`config.mk`:
```
export PLATFORM = sky130hd
export DESIGN_NAME = source_token_scanner_top
export DESIGN_NICKNAME = d
export VERILOG_FILES = /design/src/hdl/sts_pkg.sv /design/src/hdl/source_token_scanner_top.sv /design/src/hdl/sts_scan.sv /design/src/hdl/sts_queue.sv
export SDC_FILE = /design/constraint.sdc
export NUM_CORES = 1
export LEC_CHECK = 0
export ABC_AREA = 1
export BUFFER_PORTS_ARGS = -buffer_cell sky130_fd_sc_hd__buf_4
export CAP_MARGIN = 25
export CORE_UTILIZATION = 30
export CTS_BUF_LIST = sky130_fd_sc_hd__clkbuf_8
export DETAILED_ROUTE_END_ITERATION = 12
export GPL_ROUTABILITY_DRIVEN = 1
export GPL_TIMING_DRIVEN = 1
export SLEW_MARGIN = 15
export SYNTH_ARGS = -nofsm -noshare
export SYNTH_HDL_FRONTEND = slang
export SYNTH_SLANG_ARGS = --single-unit
```
`constraint.sdc`:
```
create_clock -name clock -period 16.2 [get_ports clock]
set_input_delay 0 -clock clock [delete_from_list [all_inputs] [get_ports clock]]
set_output_delay 0 -clock clock [all_outputs]
set_load 0.05 [all_outputs]
```
`src/hdl/sts_pkg.sv`:
```
// shared types, codes and tables of the source token scanner
`default_nettype none

package sts_pkg;

   // default sizing of counters and keyword prefix
   localparam int POSITION_BITS_DEFAULT = 16;
   localparam int KEYWORD_CHARS_DEFAULT = 6;

   // token kind codes
   typedef enum logic [4:0] {
      K_PLUS   = 5'd0,
      K_MINUS  = 5'd1,
      K_STAR   = 5'd2,
      K_COMMA  = 5'd3,
      K_LPAREN = 5'd4,
      K_RPAREN = 5'd5,
      K_SLASH  = 5'd6,
      K_LBRACE = 5'd7,
      K_RBRACE = 5'd8,
      K_ASSIGN = 5'd9,
      K_EQEQ   = 5'd10,
      K_LESS   = 5'd11,
      K_NUMBER = 5'd12,
      K_IDENT  = 5'd13,
      K_LET    = 5'd14,
      K_IF     = 5'd15,
      K_ELSE   = 5'd16,
      K_WHILE  = 5'd17,
      K_PRINT  = 5'd18,
      K_INPUT  = 5'd19,
      K_TRUE   = 5'd20,
      K_FALSE  = 5'd21,
      K_DEF    = 5'd22,
      K_RETURN = 5'd23,
      K_ERROR  = 5'd24
   } kind_type;

   // pending multi-character token, one-hot
   typedef enum logic [3:0] {
      P_NONE  = 4'b0001,
      P_EQ    = 4'b0010,
      P_NUM   = 4'b0100,
      P_IDENT = 4'b1000
   } pend_type;

   // one result beat
   typedef struct packed {
      kind_type    kind;
      logic [15:0] start;
      logic [15:0] length;
      logic [15:0] line;
      logic [7:0]  bad;
      logic        last;
   } token_type;

   // special characters
   localparam logic [7:0] CH_EQ  = 8'h3D;
   localparam logic [7:0] CH_LT  = 8'h3C;
   localparam logic [7:0] CH_NL  = 8'h0A;
   localparam logic [7:0] CH_SP  = 8'h20;
   localparam logic [7:0] CH_CR  = 8'h0D;
   localparam logic [7:0] CH_TAB = 8'h09;

   // single-character operators, in kind order
   localparam int NUM_OPS = 9;
   localparam logic [7:0] OP_CHARS [NUM_OPS] = '{
      8'h2B, 8'h2D, 8'h2A, 8'h2C, 8'h28, 8'h29, 8'h2F, 8'h7B, 8'h7D
   };

   // keywords packed first char high, with their lengths
   localparam int NUM_KEYWORDS = 10;
   localparam logic [47:0] KW_TEXT [NUM_KEYWORDS] = '{
      48'("let"), 48'("if"), 48'("else"), 48'("while"), 48'("print"),
      48'("input"), 48'("true"), 48'("false"), 48'("def"), 48'("return")
   };
   localparam logic [2:0] KW_LEN [NUM_KEYWORDS] = '{
      3'd3, 3'd2, 3'd4, 3'd5, 3'd5, 3'd5, 3'd4, 3'd5, 3'd3, 3'd6
   };

   // identifier or keyword from packed prefix and full length
   function automatic kind_type word_kind(input logic [63:0] prefix,
                                          input logic [31:0] len);
      kind_type k;
      k = K_IDENT;
      for (int i = 0; i < NUM_KEYWORDS; i++) begin
         if (len == 32'(KW_LEN[i]) && prefix == 64'(KW_TEXT[i])) begin
            k = kind_type'(5'(K_LET) + 5'(i));
         end
      end
      return k;
   endfunction

endpackage

`default_nettype wire

```
`src/hdl/source_token_scanner_top.sv`:
```
// Source token scanner: one character per cycle in while the result queue has room, tokens out.
// Each accepted character is registered, then its token beats are written into the result queue and offered from there.
// Throughput: one character per cycle; a character that closes a run and emits
// its own token yields two beats, drained one per cycle by the result queue while
// rsp_stall is low; the input stalls while more than two beats wait in the queue.
// Reset: synchronous; offset 0, line 1, nothing pending, result queue empty.
`default_nettype none

module source_token_scanner_top #(
   parameter int POSITION_BITS = sts_pkg::POSITION_BITS_DEFAULT,
   parameter int KEYWORD_CHARS = sts_pkg::KEYWORD_CHARS_DEFAULT
) (
   input  logic        clock,
   input  logic        reset,
   input  logic        req_valid,
   output logic        req_stall,
   input  logic [7:0]  req_ch,
   input  logic        req_end_of_source,
   output logic        rsp_valid,
   input  logic        rsp_stall,
   output logic [4:0]  rsp_kind,
   output logic [15:0] rsp_token_start,
   output logic [15:0] rsp_token_length,
   output logic [15:0] rsp_line_number,
   output logic [7:0]  rsp_bad_char,
   output logic        rsp_last_of_run
);
   import sts_pkg::*;

   logic       in_valid_ff, in_valid_in;
   logic [7:0] ch_ff;
   logic       eos_ff;
   logic       go, room, req_take, pop;
   token_type  tok0, tok1, head;
   logic [1:0] tok_count;

   // input stage handshake
   assign go          = in_valid_ff && room;
   assign req_stall   = in_valid_ff && !room;
   assign req_take    = req_valid && !req_stall;
   assign in_valid_in = req_take || (in_valid_ff && !go);

   always_ff @(posedge clock) begin
      if (reset) begin
         in_valid_ff <= 1'b0;
      end else begin
         in_valid_ff <= in_valid_in;
      end
   end

   always_ff @(posedge clock) begin
      if (req_take) begin
         ch_ff  <= req_ch;
         eos_ff <= req_end_of_source;
      end
   end

   sts_scan #(
      .POSITION_BITS (POSITION_BITS),
      .KEYWORD_CHARS (KEYWORD_CHARS)
   ) u_scan (
      .clock     (clock),
      .reset     (reset),
      .go        (go),
      .ch        (ch_ff),
      .eos       (eos_ff),
      .tok0      (tok0),
      .tok1      (tok1),
      .tok_count (tok_count)
   );

   sts_queue u_queue (
      .clock      (clock),
      .reset      (reset),
      .push_count (tok_count),
      .push0      (tok0),
      .push1      (tok1),
      .pop        (pop),
      .head       (head),
      .not_empty  (rsp_valid),
      .has_room   (room)
   );

   // result beat
   assign pop              = rsp_valid && !rsp_stall;
   assign rsp_kind         = head.kind;
   assign rsp_token_start  = head.start;
   assign rsp_token_length = head.length;
   assign rsp_line_number  = head.line;
   assign rsp_bad_char     = head.bad;
   assign rsp_last_of_run  = head.last;

endmodule

`default_nettype wire

```
`src/hdl/sts_scan.sv`:
```
// character classifier, pending token state and token builder
`default_nettype none

module sts_scan #(
   parameter int POSITION_BITS = sts_pkg::POSITION_BITS_DEFAULT,
   parameter int KEYWORD_CHARS = sts_pkg::KEYWORD_CHARS_DEFAULT
) (
   input  logic               clock,
   input  logic               reset,
   input  logic               go,
   input  logic [7:0]         ch,
   input  logic               eos,
   output sts_pkg::token_type tok0,
   output sts_pkg::token_type tok1,
   output logic [1:0]         tok_count
);
   import sts_pkg::*;

   localparam int PB = POSITION_BITS;
   localparam int PW = 8 * KEYWORD_CHARS;
   localparam logic [PB-1:0] CNT_MAX = '1;
   localparam logic [PB-1:0] CNT_ONE = PB'(1);

   pend_type          pend_ff, pend_in;
   logic [PB-1:0]     start_ff, start_in;
   logic [PB-1:0]     length_ff, length_in;
   logic [PW-1:0]     prefix_ff, prefix_in;
   logic [PB-1:0]     position_ff, position_in;
   logic [PB-1:0]     line_ff, line_in;

   logic              is_digit, is_alpha, is_blank, op_hit;
   kind_type          op_kind;
   logic              cont;
   logic [1:0]        n;
   token_type         slot [2];

   function automatic logic [PB-1:0] sat_inc(input logic [PB-1:0] v);
      return (v == CNT_MAX) ? v : v + CNT_ONE;
   endfunction

   function automatic logic [15:0] clamp16(input logic [PB-1:0] v);
      return (PB > 16 && (v >> 16) != '0) ? 16'hFFFF : 16'(v);
   endfunction

   function automatic token_type make_tok(input kind_type k, input logic [PB-1:0] st,
                                          input logic [PB-1:0] len,
                                          input logic [PB-1:0] ln, input logic [7:0] bad);
      token_type t;
      t.kind   = k;
      t.start  = clamp16(st);
      t.length = clamp16(len);
      t.line   = clamp16(ln);
      t.bad    = bad;
      t.last   = 1'b0;
      return t;
   endfunction

   // token for a pending run that is being closed
   function automatic token_type close_tok(input pend_type p, input logic [PB-1:0] st,
                                           input logic [PB-1:0] len,
                                           input logic [PW-1:0] pf,
                                           input logic [PB-1:0] ln);
      token_type t;
      case (p)
         P_EQ:    t = make_tok(K_ASSIGN, st, CNT_ONE, ln, 8'd0);
         P_NUM:   t = make_tok(K_NUMBER, st, len, ln, 8'd0);
         P_IDENT: t = make_tok(word_kind(64'(pf), 32'(len)), st, len, ln, 8'd0);
         default: t = '0;
      endcase
      return t;
   endfunction

   // character classes
   always_comb begin
      is_digit = 1'b0;
      is_alpha = 1'b0;
      is_blank = 1'b0;
      case (ch) inside
         [8'h30:8'h39]:          is_digit = 1'b1;
         [8'h41:8'h5A], [8'h61:8'h7A]: is_alpha = 1'b1;
         CH_SP, CH_CR, CH_TAB:   is_blank = 1'b1;
         default:                is_blank = 1'b0;
      endcase
      op_hit  = 1'b0;
      op_kind = K_PLUS;
      for (int i = 0; i < NUM_OPS; i++) begin
         if (ch == OP_CHARS[i]) begin
            op_hit  = 1'b1;
            op_kind = kind_type'(5'(i));
         end
      end
   end

   // one character step: close or extend, scan fresh, flush at end of source
   always_comb begin
      pend_in     = pend_ff;
      start_in    = start_ff;
      length_in   = length_ff;
      prefix_in   = prefix_ff;
      position_in = position_ff;
      line_in     = line_ff;
      n           = 2'd0;
      slot[0]     = '0;
      slot[1]     = '0;

      case (pend_ff)
         P_EQ:    cont = (ch == CH_EQ);
         P_NUM:   cont = is_digit;
         P_IDENT: cont = is_digit || is_alpha;
         default: cont = 1'b0;
      endcase

      // pending token: extend or close
      if (pend_ff != P_NONE) begin
         if (cont) begin
            if (pend_ff == P_EQ) begin
               slot[n[0]] = make_tok(K_EQEQ, start_ff, PB'(2), line_ff, 8'd0);
               n          = n + 2'd1;
               pend_in    = P_NONE;
               length_in  = '0;
            end else begin
               if (pend_ff == P_IDENT && length_ff < PB'(KEYWORD_CHARS)) begin
                  prefix_in = {prefix_ff[PW-9:0], ch};
               end
               length_in = sat_inc(length_ff);
            end
         end else begin
            slot[n[0]] = close_tok(pend_ff, start_ff, length_ff, prefix_ff, line_ff);
            n          = n + 2'd1;
            pend_in    = P_NONE;
            length_in  = '0;
            prefix_in  = '0;
         end
      end

      // character not absorbed by a run
      if (!cont) begin
         if (op_hit) begin
            slot[n[0]] = make_tok(op_kind, position_ff, CNT_ONE, line_ff, 8'd0);
            n          = n + 2'd1;
         end else if (ch == CH_EQ || is_digit || is_alpha) begin
            pend_in   = (ch == CH_EQ) ? P_EQ : (is_digit ? P_NUM : P_IDENT);
            start_in  = position_ff;
            length_in = CNT_ONE;
            prefix_in = is_alpha ? PW'(ch) : '0;
         end else if (ch == CH_LT) begin
            slot[n[0]] = make_tok(K_LESS, position_ff, CNT_ONE, line_ff, 8'd0);
            n          = n + 2'd1;
         end else if (ch == CH_NL) begin
            line_in = sat_inc(line_ff);
         end else if (!is_blank) begin
            slot[n[0]] = make_tok(K_ERROR, position_ff, CNT_ONE, line_ff, ch);
            n          = n + 2'd1;
         end
      end

      // end of source flushes and restarts at offset 0, line 1
      if (eos) begin
         if (pend_in != P_NONE) begin
            slot[n[0]] = close_tok(pend_in, start_in, length_in, prefix_in, line_in);
            n          = n + 2'd1;
         end
         pend_in     = P_NONE;
         start_in    = '0;
         length_in   = '0;
         prefix_in   = '0;
         position_in = '0;
         line_in     = CNT_ONE;
      end else begin
         position_in = sat_inc(position_ff);
      end

      // mark final beat of this character
      if (n == 2'd1) begin
         slot[0].last = 1'b1;
      end else if (n == 2'd2) begin
         slot[1].last = 1'b1;
      end
   end

   assign tok0      = slot[0];
   assign tok1      = slot[1];
   assign tok_count = go ? n : 2'd0;

   // scanner state
   always_ff @(posedge clock) begin
      if (reset) begin
         pend_ff     <= P_NONE;
         start_ff    <= '0;
         length_ff   <= '0;
         prefix_ff   <= '0;
         position_ff <= '0;
         line_ff     <= CNT_ONE;
      end else if (go) begin
         pend_ff     <= pend_in;
         start_ff    <= start_in;
         length_ff   <= length_in;
         prefix_ff   <= prefix_in;
         position_ff <= position_in;
         line_ff     <= line_in;
      end
   end

endmodule

`default_nettype wire

```
`src/hdl/sts_queue.sv`:
```
// four-entry result queue taking up to two beats per cycle
`default_nettype none

module sts_queue (
   input  logic               clock,
   input  logic               reset,
   input  logic [1:0]         push_count,
   input  sts_pkg::token_type push0,
   input  sts_pkg::token_type push1,
   input  logic               pop,
   output sts_pkg::token_type head,
   output logic               not_empty,
   output logic               has_room
);
   import sts_pkg::*;

   token_type   entry_ff [4];
   logic [1:0]  wr_ff, wr_in;
   logic [1:0]  rd_ff, rd_in;
   logic [2:0]  count_ff, count_in;
   logic [1:0]  wr_next;

   // pointer and fill bookkeeping
   always_comb begin
      wr_next  = wr_ff + 2'd1;
      wr_in    = wr_ff + push_count;
      rd_in    = rd_ff + 2'(pop);
      count_in = count_ff + 3'(push_count) - 3'(pop);
   end

   assign head      = entry_ff[rd_ff];
   assign not_empty = (count_ff != 3'd0);
   assign has_room  = (count_ff <= 3'd2);

   // entry storage
   always_ff @(posedge clock) begin
      if (push_count != 2'd0) begin
         entry_ff[wr_ff] <= push0;
      end
      if (push_count == 2'd2) begin
         entry_ff[wr_next] <= push1;
      end
   end

   always_ff @(posedge clock) begin
      if (reset) begin
         wr_ff    <= '0;
         rd_ff    <= '0;
         count_ff <= '0;
      end else begin
         wr_ff    <= wr_in;
         rd_ff    <= rd_in;
         count_ff <= count_in;
      end
   end

endmodule

`default_nettype wire

```
Word level (Yosys, flattened, before mapping)
Memory sizes are Yosys's and may differ from the RTL's. A register that Yosys moved wholly into a read port is not among the register bits.
Cells that the tools add are included.

word-level totals
  register bits after elaboration = 133
  word-level logic and storage cells = 267
  input port bits = 13
  output and inout port bits = 64
  memories = 1
  bits in writable memories = 248

memories
  name              words  bits a word  rd ports  clocked after memory_dff  write ports  RTL line         RTL
  u_queue.entry_ff  4      62           1         1                         2            sts_queue.sv:17  token_type entry_ff [4];

operators by class
  bitwise logic cells = 2
  add/subtract/negate cells = 10
  multiplexer cells = 126
  reductions and logical operators = 44
  $lt $le $gt $ge = 12
  equality and inequality tests = 60

operator list
  kind                                                   number
  2-to-1 mux 124 bit                                     8
  bitwise mux 124 bit                                    4
  equality test 48 x 39 -> 1 bit, second input constant  8
  2-to-1 mux 48 bit                                      8
  2-to-1 mux 62 bit                                      6
  one-hot mux 62 bit (3 select lines)                    2
  2-to-1 mux 16 bit                                      21
  equality test 48 x 23 -> 1 bit, second input constant  4
  equality test 48 x 31 -> 1 bit, second input constant  4
  demux 62 bit (select 1 bit)                            2
  equality test 16 x 3 -> 1 bit, second input constant   6
  equality test 48 x 15 -> 1 bit, second input constant  2
  equality test 48 x 47 -> 1 bit, second input constant  2
  equality test 8 x 6 -> 1 bit, second input constant    10
  2-to-1 mux 5 bit                                       16
  equality test 16 x 2 -> 1 bit, second input constant   4
  2-to-1 mux 61 bit                                      1
  adder 16 x 1 -> 16 bit, second input constant          3
  equality test 16 bit, second input constant            3
  2-to-1 mux 4 bit                                       10
  2-to-1 mux 2 bit                                       17
  logical AND 1 bit                                      31
  2-to-1 mux 1 bit                                       25
  equality test 8 x 4 -> 1 bit, second input constant    3
  other kinds (32)                                       54

Longest topological paths before layout
  word-level depth = 32
  depth in mapped cells = 28
  gate-level depth less buffers = 28

Modules after synthesis
From an unflattened synthesis, not the netlist that was laid out.

second synthesis, totals
  cell total of the unflattened synthesis = 3464
  area total of the unflattened synthesis = 24532.3 µm²

modules (own cells, without submodules)
  module                    times used  area an instance (µm²)  sequential area each (µm²)  cells an instance
  sts_queue                 1           12937.4                 7587.3                      1399
  sts_scan                  1           11260.8                 2322.2                      2045
  source_token_scanner_top  1           334.1                   290.3                       20

Least setup slack after synthesis
OpenSTA, ideal clock, no wires.

  path kind = flip-flop to flip-flop
  start = register ch_ff[3]
  end = memory u_queue.entry_ff[0][0] (netlist name), enable pin
  buffers on the path = 2
  slack = 8712 ps
  data arrival time = 6921 ps
  period minus slack after synthesis = 7488 ps
  data required time = 15633 ps
  cell stages (with the launch flop) = 21
  library setup time = 567 ps
  path through = edfxtp_1 > buf_4 > nand2_2 > nand2_1 > nor2_2 > nand2_2 > nand2_4 > inv_2 > nand2_4 > nand2_4 > nand2_4 > inv_2 > clkbuf_1 > ha_1 > o211ai_1 > a211o_1 > nand2_1 > inv_2 > nor2_1 > nor2_1 > o21ai_0

RTL lines
  item                      RTL line                        RTL
  start: declaration        source_token_scanner_top.sv:31  logic [7:0] ch_ff;
  start signal: assignment  source_token_scanner_top.sv:53  ch_ff <= req_ch;
  end: declaration          sts_queue.sv:17

==> run metrics <==
LEAKAGE=0.00993 µW; area growth from synthesis to final layout=11.5%; Fmax achieved=roughly 180 MHz; DR pass1 iterations=6; die outline width=between 200 and 300 µm; number of levels in the clock H-tree=3; number of buffers added on ports=76; cell row count=102; cell type contributing the most total cell area after synthesis=sky130_fd_sc_hd__edfxtp_1; area taken by flip-flops and latches=10200 µm²; cell area after layout=~26000 µm²; result of the run=finished clean; top flip-flop cell by instance count after synthesis=sky130_fd_sc_hd__edfxtp_1; CP endpoint kind=register; internal power contribution=~1800 µW; Slew @ Worst Pin=between 0.9 and 1 ns; vias in the first global route=20.8k; number of diodes added for antenna fixing=0; TritonCTS buffer count=71; TritonCTS clock tree=done; VDD IR-drop max=between 0.00009 and 0.0001 V; number of enable flip-flop cells after synthesis=257; starting DRC count in detailed routing=just under 2k; critical path start-end classification=reg -> reg; Final Critical Period=approximately 5.7 ns; Commonest cells post-synth=850 x sky130_fd_sc_hd__nand2_1, 392 x sky130_fd_sc_hd__nor2_1, 307 x sky130_fd_sc_hd__inv_1; RSZ-0062 raised after global routing=false; total net switching power=1240 µW; top-area cell type share of the netlist area=32.5%; worst-case clock buffer depth=3; total nets after synthesis=3279; # DRC=0; Crit path required time=~16 ns; data arrival at the endpoint of the critical path=approximately 5.9 ns; count of mapped cells out of synthesis=3253; placed wire-length estimate=54100 µm; number of filler cells placed in the layout=8427; placement-stage cell area=24900 µm²; wirelength, routed=79900 µm; combinational power share=between 30% and 40%; fraction of the yosys area taken by sequential cells=43.0%; wire length of the first global-routing pass=124000 µm; fraction of layout cells with a size suffix above 1=10.1%; Ports=77; max-cap violation count=0; number of warning messages in the yosys log=0; antenna violations before repair=0; WL per Instance=about 18 µm; per-cell via count in the routed design=5.10; pin count of the biggest net entering global routing=88; path class of the lowest-slack min-delay path=in -> reg; detailed-route via count=~22k; number of nets in the layout=roughly 3.3k; area of the die=80200 µm²; final-report hold violation count=0; Sw Share=40.5%; total area of multi-input combinational cells=11400 µm²; Clk pwr share=just over 30%; Max transition margin=approximately 33%; CTS root buf=sky130_fd_sc_hd__clkbuf_8; accumulated negative setup slack=0 ns; Synth cell types=65; Final Cycle Share=34.9%; Critical Path Source Type=register; initial cell density of the core=30.5%; clock tree sinks=381; final weighted congestion of routability-driven global placement=0.923; sequential power share=37.1%; Final Max Slew Viols=0; total track usage=19.5%; Vert. Die Dim=283 µm; number of nets still failing antenna checks after routing=0; later-pin clock latency in the skew report=0.66 ns; core box area=77800 µm²; mean area per synthesized cell=7.29 µm²; clock slew at the register clock pins of the worst setup and hold paths=0.07 ns; final setup violation count=0; final clock skew=0.0406 ns; register bit count reported by yosys=381; power density cells=between 100 and 150 nW/µm²; GR Overflow Total=0; share of async-settable or async-resettable flops after synthesis=0%; largest fanout on the critical path=83; main area contributors after synthesis=sky130_fd_sc_hd__edfxtp_1 33%, sky130_fd_sc_hd__nand2_1 13%, sky130_fd_sc_hd__dfxtp_1 10%; most instantiated library cell after synthesis=sky130_fd_sc_hd__nand2_1; Netlist Area Pre-Place=around 24000 µm²
## stage by stage
step,std cells,worst slack (ns),utilization [%],hold slack (ns),total power (µW)
5_1_grt,4365,10.26,34.0,0.0772,3190
6_report,4365,10.55,34.0,0.0844,3060
3_5_place_dp,4222,10.63,32.0,0.198,2160
4_1_cts,4364,10.61,34.0,0.0483,3090
3_3_place_gp,4220,10.77,32.0,0.198,2150
2_1_floorplan,3253,8.71,-,0.0989,1820
## cells by family after synthesis
kind of cell,count (synthesis),share of synthesized area [%]
AOI/OAI and AO/OA,670,15.5
xor gates and xnor gates,25,0.923
adders and majority gates,13,0.717
buffers and inverters,511,9.39
DFF,381,43.0
and+or+nand+nor,1653,30.5
## worst max-delay path, cell delays in order, from the launching register on
cell and delay (ns):
sky130_fd_sc_hd__edfxtp_1 0.49, sky130_fd_sc_hd__inv_2 0.14, sky130_fd_sc_hd__nand2_1 0.09, sky130_fd_sc_hd__nor2_2 0.18, sky130_fd_sc_hd__nand3_2 0.13, sky130_fd_sc_hd__nand2_4 0.14, sky130_fd_sc_hd__inv_2 0.06, sky130_fd_sc_hd__nand2_4 0.31
sky130_fd_sc_hd__nand2_4 0.09, sky130_fd_sc_hd__nand2_4 0.28, sky130_fd_sc_hd__nand2_2 0.12, sky130_fd_sc_hd__nor2_4 0.10, sky130_fd_sc_hd__buf_4 0.53, sky130_fd_sc_hd__inv_2 0.27, sky130_fd_sc_hd__nand2_1 0.28, sky130_fd_sc_hd__nand2_1 0.10
sky130_fd_sc_hd__nand2_2 0.10, sky130_fd_sc_hd__inv_2 0.07, sky130_fd_sc_hd__nand2_8 0.13, sky130_fd_sc_hd__nor2_4 0.12, sky130_fd_sc_hd__inv_2 0.07, sky130_fd_sc_hd__buf_4 0.72, sky130_fd_sc_hd__o21ai_4 0.19, sky130_fd_sc_hd__buf_4 0.42
## path summary, 6_finish.rpt
check | from | endpoint | slack, ns | depth (start not counted)
max | ch_ff[1]$_DFFE_PP_ | u_queue.entry_ff[3][39]$_DFFE_PP_ | 10.55 | 23
max reg2reg | ch_ff[1]$_DFFE_PP_ | u_queue.entry_ff[3][39]$_DFFE_PP_ | 10.55 | 23
min | req_end_of_source | eos_ff$_DFFE_PP_ | 0.08 | 2
min reg2reg | u_scan.line_ff[15]$_SDFFE_PP0P_ | u_scan.line_ff[15]$_SDFFE_PP0P_ | 0.47 | 2
## placed cells by master, fill, tap and decap left out, drive strengths merged, types with 12 or more instances in the layout
cell type    instances
a21oi              130
a32o                16
buf                105
clkbuf              76
clkinv              29
dfxtp              124
dlygate4sd3         13
edfxtp             257
ha                  12
inv                356
nand2              876
nand3              169
nand4               62
nor2               424
nor3                61
nor4                22
o21ai              401
o22ai               84
or2                 18
xor2                23
## power groups by stage
stage	logic, µW	registers, µW	clock network (µW)
after CTS	1000	1140	949
after detailed placement	999	1160	0
after global routing	1060	1140	989
after floorplan	685	1140	0
after global placement	994	1160	0
final	997	1140	930
## registers in the layout, indices dropped and copies added, names as in the netlist
signal	count
in_valid_ff	1
u_queue.count_ff	3
u_queue.wr_ff	2
ch_ff	8
u_scan.line_ff	16
u_scan.prefix_ff	48
u_queue.rd_ff	2
eos_ff	1
u_scan.start_ff	16
u_queue.entry_ff	248
u_scan.length_ff	16
u_scan.pend_ff	4
u_scan.position_ff	16
## metal layers
layer / up-vias / part of all wire (%) / track usage (%) / wire, µm
li1: 10932 / - / - / -
met1: 10395 / 44 / 26.4 / 35400
met2: 771 / 47 / 31.9 / 37200
met3: 149 / 6.2 / 2.66 / 4930
met4: 0 / 3.1 / 6.54 / 2460
met5: - / 0 / 0 / 0
## layout make-up
cell class	count	area share [%]
Sequential cell	381	38.6
Clock buffer	76	3.95
Timing Repair Buffer	118	3.61
Multi-Input combinational cell	2361	42.9
Tap cell	1040	4.92
Inverter	336	4.78
Clock inverter	53	1.26
## timing repair
| item | CTS | global route |
|---|---|---|
| hold endpoints to repair | 58 | 0 |
| hold buffers | 13 | 0 |
| resized for setup | 0 | 0 |
| setup buffers | 0 | 0 |
| setup endpoints to repair | 0 | 0 |
(Power assumes the default switching activity.)
